$ cat src/design/ust_pkg.sv
package ust_pkg;

    // Message buffer sizing
    localparam int MESSAGE_DEPTH = 16;
    localparam int LEN_W         = $clog2(MESSAGE_DEPTH + 1);
    localparam int ADDR_W        = (MESSAGE_DEPTH > 1) ? $clog2(MESSAGE_DEPTH) : 1;

    // Frame format
    localparam int DATA_BITS  = 8;
    localparam int BITPOS_W   = $clog2(DATA_BITS + 1);
    localparam int BITIDX_W   = $clog2(DATA_BITS);

    // Bit interval timer
    localparam int         PERIOD_W     = 8;
    localparam logic [7:0] PERIOD_RESET = 8'd104;

    // Request queue between front and back
    localparam int QUEUE_DEPTH = 2;
    localparam int QPTR_W      = (QUEUE_DEPTH > 1) ? $clog2(QUEUE_DEPTH) : 1;
    localparam int QCNT_W      = $clog2(QUEUE_DEPTH + 1);

    // Encoding of the kind field on the input channel
    localparam logic KIND_TICK = 1'b1;

    typedef enum logic {
        OP_LOAD = 1'b0,
        OP_TICK = 1'b1
    } op_kind_t;

    typedef struct packed {
        logic       kind;
        logic [7:0] data_byte;
        logic       last_byte;
    } in_item_t;

    typedef struct packed {
        logic line_level;
        logic busy_res;
        logic load_rejected;
        logic finished;
    } out_item_t;

    // Classified request as it travels through the queue
    typedef struct packed {
        op_kind_t   kind;
        logic [7:0] data_byte;
        logic       last_byte;
    } op_t;

endpackage

$ cat src/design/ust_front.sv
module ust_front
    import ust_pkg::*;
(
    input  logic     clk,
    input  logic     rst_n,
    input  logic     in_valid,
    output logic     in_ready,
    input  in_item_t in_data,
    output logic     op_valid,
    input  logic     op_ready,
    output op_t      op_data
);

    logic front_valid_reg;
    logic front_valid_next;
    op_t  op_reg;
    op_t  op_next;
    op_t  op_class;

    // Classify the incoming request; ticks carry no byte
    always_comb
    begin
        op_class.kind      = (in_data.kind == KIND_TICK) ? OP_TICK : OP_LOAD;
        op_class.data_byte = (in_data.kind == KIND_TICK) ? 8'd0 : in_data.data_byte;
        op_class.last_byte = (in_data.kind == KIND_TICK) ? 1'b0 : in_data.last_byte;
    end

    assign in_ready = !front_valid_reg || op_ready;

    // Hold the stage until the queue takes it
    always_comb
    begin
        front_valid_next = front_valid_reg;
        op_next          = op_reg;
        if (in_valid && in_ready)
        begin
            front_valid_next = 1'b1;
            op_next          = op_class;
        end
        else if (op_ready)
        begin
            front_valid_next = 1'b0;
        end
    end

    always_ff @(posedge clk or negedge rst_n)
    begin
        if (!rst_n)
        begin
            front_valid_reg <= 1'b0;
        end
        else
        begin
            front_valid_reg <= front_valid_next;
        end
    end

    always_ff @(posedge clk)
    begin
        op_reg <= op_next;
    end

    assign op_valid = front_valid_reg;
    assign op_data  = op_reg;

endmodule

$ cat src/design/ust_queue.sv
module ust_queue
    import ust_pkg::*;
(
    input  logic clk,
    input  logic rst_n,
    input  logic push_valid,
    output logic push_ready,
    input  op_t  push_data,
    output logic pop_valid,
    input  logic pop_ready,
    output op_t  pop_data
);

    op_t                entry_reg [QUEUE_DEPTH];
    logic [QPTR_W-1:0]  wr_ptr_reg;
    logic [QPTR_W-1:0]  wr_ptr_next;
    logic [QPTR_W-1:0]  rd_ptr_reg;
    logic [QPTR_W-1:0]  rd_ptr_next;
    logic [QCNT_W-1:0]  count_reg;
    logic [QCNT_W-1:0]  count_next;
    logic               push;
    logic               pop;

    assign push_ready = (count_reg != QCNT_W'(QUEUE_DEPTH));
    assign pop_valid  = (count_reg != '0);
    assign pop_data   = entry_reg[rd_ptr_reg];
    assign push       = push_valid && push_ready;
    assign pop        = pop_valid && pop_ready;

    // Advance pointers with wrap at the queue depth
    always_comb
    begin
        wr_ptr_next = wr_ptr_reg;
        rd_ptr_next = rd_ptr_reg;
        count_next  = count_reg;
        if (push)
        begin
            wr_ptr_next = (wr_ptr_reg == QPTR_W'(QUEUE_DEPTH - 1)) ? '0 : wr_ptr_reg + 1'b1;
        end
        if (pop)
        begin
            rd_ptr_next = (rd_ptr_reg == QPTR_W'(QUEUE_DEPTH - 1)) ? '0 : rd_ptr_reg + 1'b1;
        end
        if (push && !pop)
        begin
            count_next = count_reg + 1'b1;
        end
        else if (pop && !push)
        begin
            count_next = count_reg - 1'b1;
        end
    end

    always_ff @(posedge clk or negedge rst_n)
    begin
        if (!rst_n)
        begin
            wr_ptr_reg <= '0;
            rd_ptr_reg <= '0;
            count_reg  <= '0;
        end
        else
        begin
            wr_ptr_reg <= wr_ptr_next;
            rd_ptr_reg <= rd_ptr_next;
            count_reg  <= count_next;
        end
    end

    // Store pushed requests
    always_ff @(posedge clk)
    begin
        if (push)
        begin
            entry_reg[wr_ptr_reg] <= push_data;
        end
    end

    assert property (@(posedge clk) disable iff (!rst_n)
        count_reg <= QCNT_W'(QUEUE_DEPTH))
        else $error("queue count exceeds depth");

    assert property (@(posedge clk) disable iff (!rst_n)
        (push && !pop) |=> (count_reg == $past(count_reg) + 1'b1))
        else $error("queue count did not follow a push");

    assert property (@(posedge clk) disable iff (!rst_n)
        (count_reg == '0) |-> (wr_ptr_reg == rd_ptr_reg))
        else $error("empty queue with pointers apart");

endmodule

$ cat src/design/ust_back.sv
module ust_back
    import ust_pkg::*;
(
    input  logic                clk,
    input  logic                rst_n,
    input  logic                op_valid,
    output logic                op_ready,
    input  op_t                 op_data,
    output logic                out_valid,
    input  logic                out_ready,
    output out_item_t           out_data,
    input  logic                cfg_valid,
    input  logic [PERIOD_W-1:0] cfg_data
);

    typedef enum logic [1:0] {
        PH_IDLE,
        PH_START,
        PH_DATA,
        PH_STOP
    } phase_t;

    phase_t                phase_reg;
    phase_t                phase_next;
    logic [LEN_W-1:0]      len_reg;
    logic [LEN_W-1:0]      len_next;
    logic [LEN_W-1:0]      byte_pos_reg;
    logic [LEN_W-1:0]      byte_pos_next;
    logic [BITPOS_W-1:0]   bit_pos_reg;
    logic [BITPOS_W-1:0]   bit_pos_next;
    logic [PERIOD_W-1:0]   tick_reg;
    logic [PERIOD_W-1:0]   tick_next;
    logic [PERIOD_W-1:0]   period_reg;
    logic                  line_reg;
    logic                  line_next;
    logic                  out_valid_reg;
    logic                  out_valid_next;
    out_item_t             out_reg;
    out_item_t             out_next;
    logic [7:0]            store_reg [MESSAGE_DEPTH];
    logic                  store_wr;
    logic [7:0]            cur_byte;
    logic                  take;
    logic                  rejected;
    logic                  done;

    // Take a request whenever the result slot is free or being drained
    assign op_ready = !out_valid_reg || out_ready;
    assign take     = op_valid && op_ready;
    assign cur_byte = store_reg[byte_pos_reg[ADDR_W-1:0]];

    // Apply one request to the frame state
    always_comb
    begin
        phase_next     = phase_reg;
        len_next       = len_reg;
        byte_pos_next  = byte_pos_reg;
        bit_pos_next   = bit_pos_reg;
        tick_next      = tick_reg;
        line_next      = line_reg;
        out_valid_next = out_valid_reg;
        out_next       = out_reg;
        store_wr       = 1'b0;
        rejected       = 1'b0;
        done           = 1'b0;
        if (take)
        begin
            if (op_data.kind == OP_LOAD)
            begin
                if (phase_reg != PH_IDLE)
                begin
                    rejected = 1'b1;
                end
                else
                begin
                    if (len_reg >= LEN_W'(MESSAGE_DEPTH))
                    begin
                        rejected = 1'b1;
                    end
                    else
                    begin
                        store_wr = 1'b1;
                        len_next = len_reg + 1'b1;
                    end
                    if (op_data.last_byte)
                    begin
                        phase_next    = PH_START;
                        byte_pos_next = '0;
                        bit_pos_next  = '0;
                        tick_next     = '0;
                    end
                end
            end
            else if (phase_reg != PH_IDLE)
            begin
                if (tick_reg == period_reg)
                begin
                    tick_next = '0;
                    case (phase_reg)
                        PH_START:
                        begin
                            line_next  = 1'b0;
                            phase_next = PH_DATA;
                        end
                        PH_DATA:
                        begin
                            if (bit_pos_reg >= BITPOS_W'(DATA_BITS))
                            begin
                                byte_pos_next = byte_pos_reg + 1'b1;
                                bit_pos_next  = '0;
                                phase_next    = PH_STOP;
                                line_next     = 1'b1;
                            end
                            else
                            begin
                                line_next    = cur_byte[bit_pos_reg[BITIDX_W-1:0]];
                                bit_pos_next = bit_pos_reg + 1'b1;
                            end
                        end
                        PH_STOP:
                        begin
                            line_next = 1'b1;
                            if (byte_pos_reg >= len_reg)
                            begin
                                phase_next    = PH_IDLE;
                                len_next      = '0;
                                byte_pos_next = '0;
                                bit_pos_next  = '0;
                                done          = 1'b1;
                            end
                            else
                            begin
                                phase_next = PH_START;
                            end
                        end
                        default:
                        begin
                            phase_next = PH_IDLE;
                        end
                    endcase
                end
                else
                begin
                    tick_next = tick_reg + 1'b1;
                end
            end
            out_valid_next         = 1'b1;
            out_next.line_level    = line_next;
            out_next.busy_res      = (phase_next != PH_IDLE);
            out_next.load_rejected = rejected;
            out_next.finished      = done;
        end
        else if (out_ready)
        begin
            out_valid_next = 1'b0;
        end
    end

    // Hold frame state, the bit period and the result valid flag
    always_ff @(posedge clk or negedge rst_n)
    begin
        if (!rst_n)
        begin
            phase_reg     <= PH_IDLE;
            len_reg       <= '0;
            byte_pos_reg  <= '0;
            bit_pos_reg   <= '0;
            tick_reg      <= '0;
            line_reg      <= 1'b1;
            period_reg    <= PERIOD_RESET;
            out_valid_reg <= 1'b0;
        end
        else
        begin
            phase_reg     <= phase_next;
            len_reg       <= len_next;
            byte_pos_reg  <= byte_pos_next;
            bit_pos_reg   <= bit_pos_next;
            tick_reg      <= tick_next;
            line_reg      <= line_next;
            out_valid_reg <= out_valid_next;
            if (cfg_valid)
            begin
                period_reg <= cfg_data;
            end
        end
    end

    always_ff @(posedge clk)
    begin
        out_reg <= out_next;
    end

    // Append loaded bytes to the message buffer
    always_ff @(posedge clk)
    begin
        if (store_wr)
        begin
            store_reg[len_reg[ADDR_W-1:0]] <= op_data.data_byte;
        end
    end

    assign out_valid = out_valid_reg;
    assign out_data  = out_reg;

    assert property (@(posedge clk) disable iff (!rst_n)
        (phase_reg == PH_IDLE) |-> (line_reg && tick_reg == '0 && byte_pos_reg == '0
                                    && bit_pos_reg == '0))
        else $error("idle with frame state not cleared");

    assert property (@(posedge clk) disable iff (!rst_n)
        (len_reg <= LEN_W'(MESSAGE_DEPTH)) && (byte_pos_reg <= len_reg))
        else $error("buffer length or byte position out of range");

    assert property (@(posedge clk) disable iff (!rst_n)
        (phase_reg == PH_DATA) |-> (byte_pos_reg < len_reg
                                    && bit_pos_reg <= BITPOS_W'(DATA_BITS)))
        else $error("data phase past the message");

    assert property (@(posedge clk) disable iff (!rst_n)
        (out_valid_reg && out_reg.finished) |-> (!out_reg.busy_res && out_reg.line_level))
        else $error("finished result while still busy");

    assert property (@(posedge clk) disable iff (!rst_n)
        (out_valid_reg && !out_ready) |=> out_valid_reg)
        else $error("result dropped before it was taken");

endmodule

$ cat src/design/uart_serial_transmitter_unit.sv
// A request passes through the input stage, the two-entry request queue and the
// frame engine with its result register. Throughput: one request per cycle while out_ready
// is high; the frame engine applies one request each cycle unless the result slot stalls.
// Reset (rst_n, asynchronous, active low): idle, line high, empty message buffer,
// bit period 104; the message buffer contents are not cleared.
module uart_serial_transmitter_unit
    import ust_pkg::*;
(
    input  logic                clk,
    input  logic                rst_n,
    input  logic                in_valid,
    output logic                in_ready,
    input  in_item_t            in_data,
    output logic                out_valid,
    input  logic                out_ready,
    output out_item_t           out_data,
    input  logic                cfg_valid,
    output logic                cfg_ready,
    input  logic [PERIOD_W-1:0] cfg_data
);

    logic front_valid;
    logic front_ready;
    op_t  front_op;
    logic queue_valid;
    logic queue_ready;
    op_t  queue_op;

    // Period writes are always taken
    assign cfg_ready = 1'b1;

    ust_front u_front (
        .clk      (clk),
        .rst_n    (rst_n),
        .in_valid (in_valid),
        .in_ready (in_ready),
        .in_data  (in_data),
        .op_valid (front_valid),
        .op_ready (front_ready),
        .op_data  (front_op)
    );

    ust_queue u_queue (
        .clk        (clk),
        .rst_n      (rst_n),
        .push_valid (front_valid),
        .push_ready (front_ready),
        .push_data  (front_op),
        .pop_valid  (queue_valid),
        .pop_ready  (queue_ready),
        .pop_data   (queue_op)
    );

    ust_back u_back (
        .clk       (clk),
        .rst_n     (rst_n),
        .op_valid  (queue_valid),
        .op_ready  (queue_ready),
        .op_data   (queue_op),
        .out_valid (out_valid),
        .out_ready (out_ready),
        .out_data  (out_data),
        .cfg_valid (cfg_valid && cfg_ready),
        .cfg_data  (cfg_data)
    );

endmodule
$ cat config.mk
export PLATFORM = sky130hd
export DESIGN_NAME = uart_serial_transmitter_unit
export DESIGN_NICKNAME = d
export VERILOG_FILES = /design/src/design/ust_pkg.sv /design/src/design/ust_front.sv /design/src/design/ust_queue.sv /design/src/design/ust_back.sv /design/src/design/uart_serial_transmitter_unit.sv
export SDC_FILE = /design/constraint.sdc
export NUM_CORES = 1
export LEC_CHECK = 0
export ABC_AREA = 1
export BUFFER_PORTS_ARGS = -buffer_cell sky130_fd_sc_hd__buf_2
export CAP_MARGIN = 10
export CORE_AREA = 5 5 149 122
export DETAILED_ROUTE_END_ITERATION = 10
export DIE_AREA = 0 0 154 127
export GPL_TIMING_DRIVEN = 1
export PLACE_DENSITY_LB_ADDON = 0.15
export SYNTH_ARGS = -nofsm -noshare
export SYNTH_HDL_FRONTEND = slang
export SYNTH_SLANG_ARGS = --single-unit
$ cat constraint.sdc
create_clock -name clk -period 2.7 [get_ports clk]
set_clock_uncertainty 0.2 [all_clocks]
set_input_delay 0.405 -clock clk [delete_from_list [all_inputs] [get_ports clk]]
set_output_delay 0.405 -clock clk [all_outputs]
set_load 0.005 [all_outputs]
==> impl_metrics.csv <==
group,metric,value,unit
synthesis,synthXorXnorAreaFrac,0.773,%
synthesis,cells_after_synthesis,878,
grt,grt_usage,20.5,%
clocking,clock_latency_of_the_later_clocked_register_in_the_worst_skew_pair,0.50,ns
sta,hold-worst-slack,0.0181,ns
placed_design,numPortBuffers,28,
floorplanning,die_height,127,um
synthesis,ys_ff_latch,201,
placed_design,pre_cts_ws,0.0704,ns
grt,gr-usage-met1,29.0,%
floorplanning,floorplan.core_area,0.0164,mm^2
grt,grt_max_degree,49,
worst_setup_path,critical_path_buf_inv_count,4,
routing,routed-via-count,6390,
cells_and_area,post_route_cells_drive_above_1_share,13.1,%
worst_setup_path,rr_endpoint,"u_back.byte_pos_reg[3]",
floorplanning,placement_rows,42,
grt,busiest_layer,"met2",
power_and_ir_drop,static_leakage,4.39,nW
floorplanning,floorplan.initialDensity,55.3,%
sta,setup_viol,0,
worst_setup_path,worst-setup-path-type,"reg -> reg",
routing,drt_first_iter_violations,420,
worst_setup_path,timing.critical_path.to_type,"flop",
power_and_ir_drop,power_per_cell_area,1090,mW/mm^2
synthesis,synth_adder_area_share,2.62,%
placed_design,gp_congestion,0.862,
grt,grt_pass1_vias,6263,
power_and_ir_drop,worst_ir_drop_vdd,0.693,mV
grt,grt_antenna_before_repair,0,
synthesis,synthesis.area_per_instance,10.3,um^2
routing,drtPass1Iterations,5,
clocking,cts_tree,"yes",
synthesis,synth_top_area_share,53.7,%
placed_design,dp_cells,1136,
floorplanning,die_w,154,um
floorplanning,die_area,0.0196,mm^2
clocking,clockRootBuffer,"clkbuf_16",
synthesis,synth-main-ff-cell,"edfxtp_1",
worst_setup_path,timing.critical_path.slowest_stage_cell,"dfrtp_1",
placed_design,hpwl,13400,um
worst_setup_path,element_type_at_the_critical_path_start,"flop",
floorplanning,ioPinCount,30,
cells_and_area,filler_cells,1315,
sta,timing_worst_slew_pin_value,0.914,ns
grt,grt_remaining_overflow,0,
grt,grt_pass1_wl,31800,um
routing,routed_wl,20200,um
synthesis,number_of_synthesized_flops_with_an_enable_pin,162,
clocking,cts.clk_slew.worst_paths,0.06,ns
worst_setup_path,critical_path_required,2.89,ns
worst_setup_path,critical_path.startpoint,"u_back.phase_reg[1]",
synthesis,synth_top_family_by_area,"simple AND/OR/NAND/NOR gates",
hold_path,timing.hold.worst.class,"in -> reg",
synthesis,netlist-cell-type-count,46,
synthesis,ys_async_sr_fraction,19.4,%
flow_run,drv_cap,0,
worst_setup_path,crit_family,"simple AND/OR/NAND/NOR gates",
routing,route.detailed.drc,0,
worst_setup_path,critical_path_arrival,2.72,ns
sta,final_critical_path_setup_slack,0.169,ns
cells_and_area,n_antenna_cell,0,
worst_setup_path,timing.rr.start,"u_back.phase_reg[1]",
synthesis,yosysSeqAreaShare,64.5,%
routing,route.antenna.remaining_nets,0,
routing,drt-vias-per-instance,5.37,
status,outcome,"finished clean",
synthesis,synthSimpleGateAreaFrac,19.8,%
sta,final_min_period_over_clock_period,93.7,%
synthesis,synth_top_area_cell,"edfxtp_1",
cells_and_area,final_net_count,997,
routing,route.detailed.wl_per_inst,17.0,um
sta,timing_hold_violations_final,0,
worst_setup_path,cp.depth,13,
synthesis,synth-warning-count,0,
clocking,cts-buffers-inserted,21,
sta,number_of_pins_with_negative_max_slew_slack_in_the_final_report,0,
worst_setup_path,critPathMaxFanout,10,
worst_setup_path,ff2ff_setup_slack,0.17,ns
power_and_ir_drop,power.total,11.4,mW
worst_setup_path,timing.critical_path.to,"u_back.byte_pos_reg[3]",
synthesis,yosys-mux-area-fraction,0.110,%
sta,timing.max_slew.rel_slack,39.1,%
hold_path,whs_path_depth,3,
clocking,cts_buffer_depth,3,
worst_setup_path,crit_path_cell_trace,"inv_1 > ha_2 > inv_1 > ha_1 > nand2_1 > clkinv_1 > nand2_4 > inv_4 > nand4_4 > nor3_1 > nand2_1 > o21ai_0 > nor2_1",
clocking,clock_sinks,201,
cells_and_area,largest_reg_flops,128,
clocking,cts_max_level,1,
cells_and_area,layout-area-overhead-vs-synth,15.5,%
synthesis,post_synth_main_area_contributors,"edfxtp_1, nand2_1, dfrtp_1, nand3_1, inv_1",
sta,final.min_clock_period,2.53,ns
synthesis,synth_compound_gate_area_share,5.27,%
cells_and_area,util_after_layout,63.9,%
grt,use_met2,32.5,%
sta,max_clock_freq,0.395,GHz
synthesis,synth.cell_area,0.00906,mm^2
worst_setup_path,worst-r2r-cell-count,13,
cells_and_area,post_layout_nonfiller_instances,1189,
worst_setup_path,max_stage_delay,0.45,ns
synthesis,syn_nets,920,
grt,use_met3,4.33,%
## metal layers
| metal | up-vias | wire length (um) |
|---|---|---|
| met5 | - | 0 |
| met4 | 0 | 468 |
| met3 | 37 | 1590 |
| met2 | 249 | 9270 |
| met1 | 3036 | 8860 |
| li1 | 3068 | - |
## final cells by class
type	instances	area [um^2]	area share (%)
repair buffers	85	633	6.05
well taps	220	275	2.63
multi-input cells	540	2610	24.9
clock inverters	14	174	1.66
clock buffers	23	533	5.09
inverters	106	400	3.82
flip-flops and latches	201	5850	55.8
## synthesized netlist by cell type, types with 2 or more instances
library cell  count
nor2_1           82
or2_0             3
xor2_1            7
inv_2             7
nand4_1           7
dfrtp_1          35
ha_1             19
o21ai_0          24
buf_6            11
or2_2             2
inv_1            96
nand3_1          84
buf_4             2
a21oi_1          16
buf_2            12
o31ai_1           2
edfxtp_1        162
o211ai_1          6
clkinv_1          2
buf_1             2
dfstp_2           4
o21ai_1          23
nand2_1         238
nor3_1            5
clkbuf_1          4
o21a_1            3
## cells by family (layout without fill, tap and decap cells)
kind of cell	Yosys count	after routing
adder cells (fa/ha/maj)	19	19
XOR/XNOR	8	8
AO/OA/AOI/OAI	83	83
AND/OR/NAND/NOR	428	428
multiplexers	1	1
other	1	1
buffers and inverters	137	228
flip-flops	201	201
## power by group
part / switching (mW) / internal [mW] / leakage, nW
registers: 0.271 / 4.13 / 1.95
logic: 2.82 / 1.26 / 2.09
clock network: 1.15 / 1.81 / 0.347
## tightest hold or removal path: cells and delay by family
kind / cells / cell delay [ns]
simple gates: 1 / 0.08
buf+inv: 2 / 0.11
## repair_timing
item,CTS,global route
setup buffers,0,0
hold endpoints to repair,50,0
hold buffers,16,0
gates resized for setup,0,3
endpoints found under the setup margin,0,121
## per-stage QoR
stage / cell area, um^2 / setup TNS, ns
global placement: 9590 / 0
floorplan: 9060 / 0
detailed placement: 9590 / 0
global route: 10500 / -0.0220
finish: 10500 / 0
CTS: 10500 / 0
## cells in the final DEF, fill, tap and decap left out, types with 4 or more instances in the layout
master / instances
nand2_1: 238
nand3_1: 84
buf_4: 39
inv_1: 95
xor2_1: 7
nand4_1: 7
o211ai_1: 6
clkbuf_16: 21
a21oi_1: 16
inv_2: 8
dfstp_2: 4
bufinv_16: 4
edfxtp_1: 162
dfrtp_1: 34
nor2_1: 82
nor3_1: 5
o21ai_1: 23
ha_1: 18
buf_2: 28
clkinv_2: 7
o21ai_0: 24
dlygate4sd3_1: 16
## how the worst min path moves through the flow
| stage | from | to | slack (ns) |
|---|---|---|---|
| after CTS | in_data[6] | u_front.op_data[6] | 0.0003 |
| after floorplan | rst_n | u_back.bit_pos_reg[0] | -0.09 |
| after global placement | u_front.op_data[5] | u_queue.entry_reg[0][5] | 0.22 |
| after global routing | in_data[4] | u_front.op_data[4] | 0.007 |
| final | in_data[4] | u_front.op_data[4] | 0.02 |
| after detailed placement | u_front.op_data[0] | u_queue.entry_reg[1][0] | 0.23 |
No activity file was read; power rests on OpenSTA's default activity.
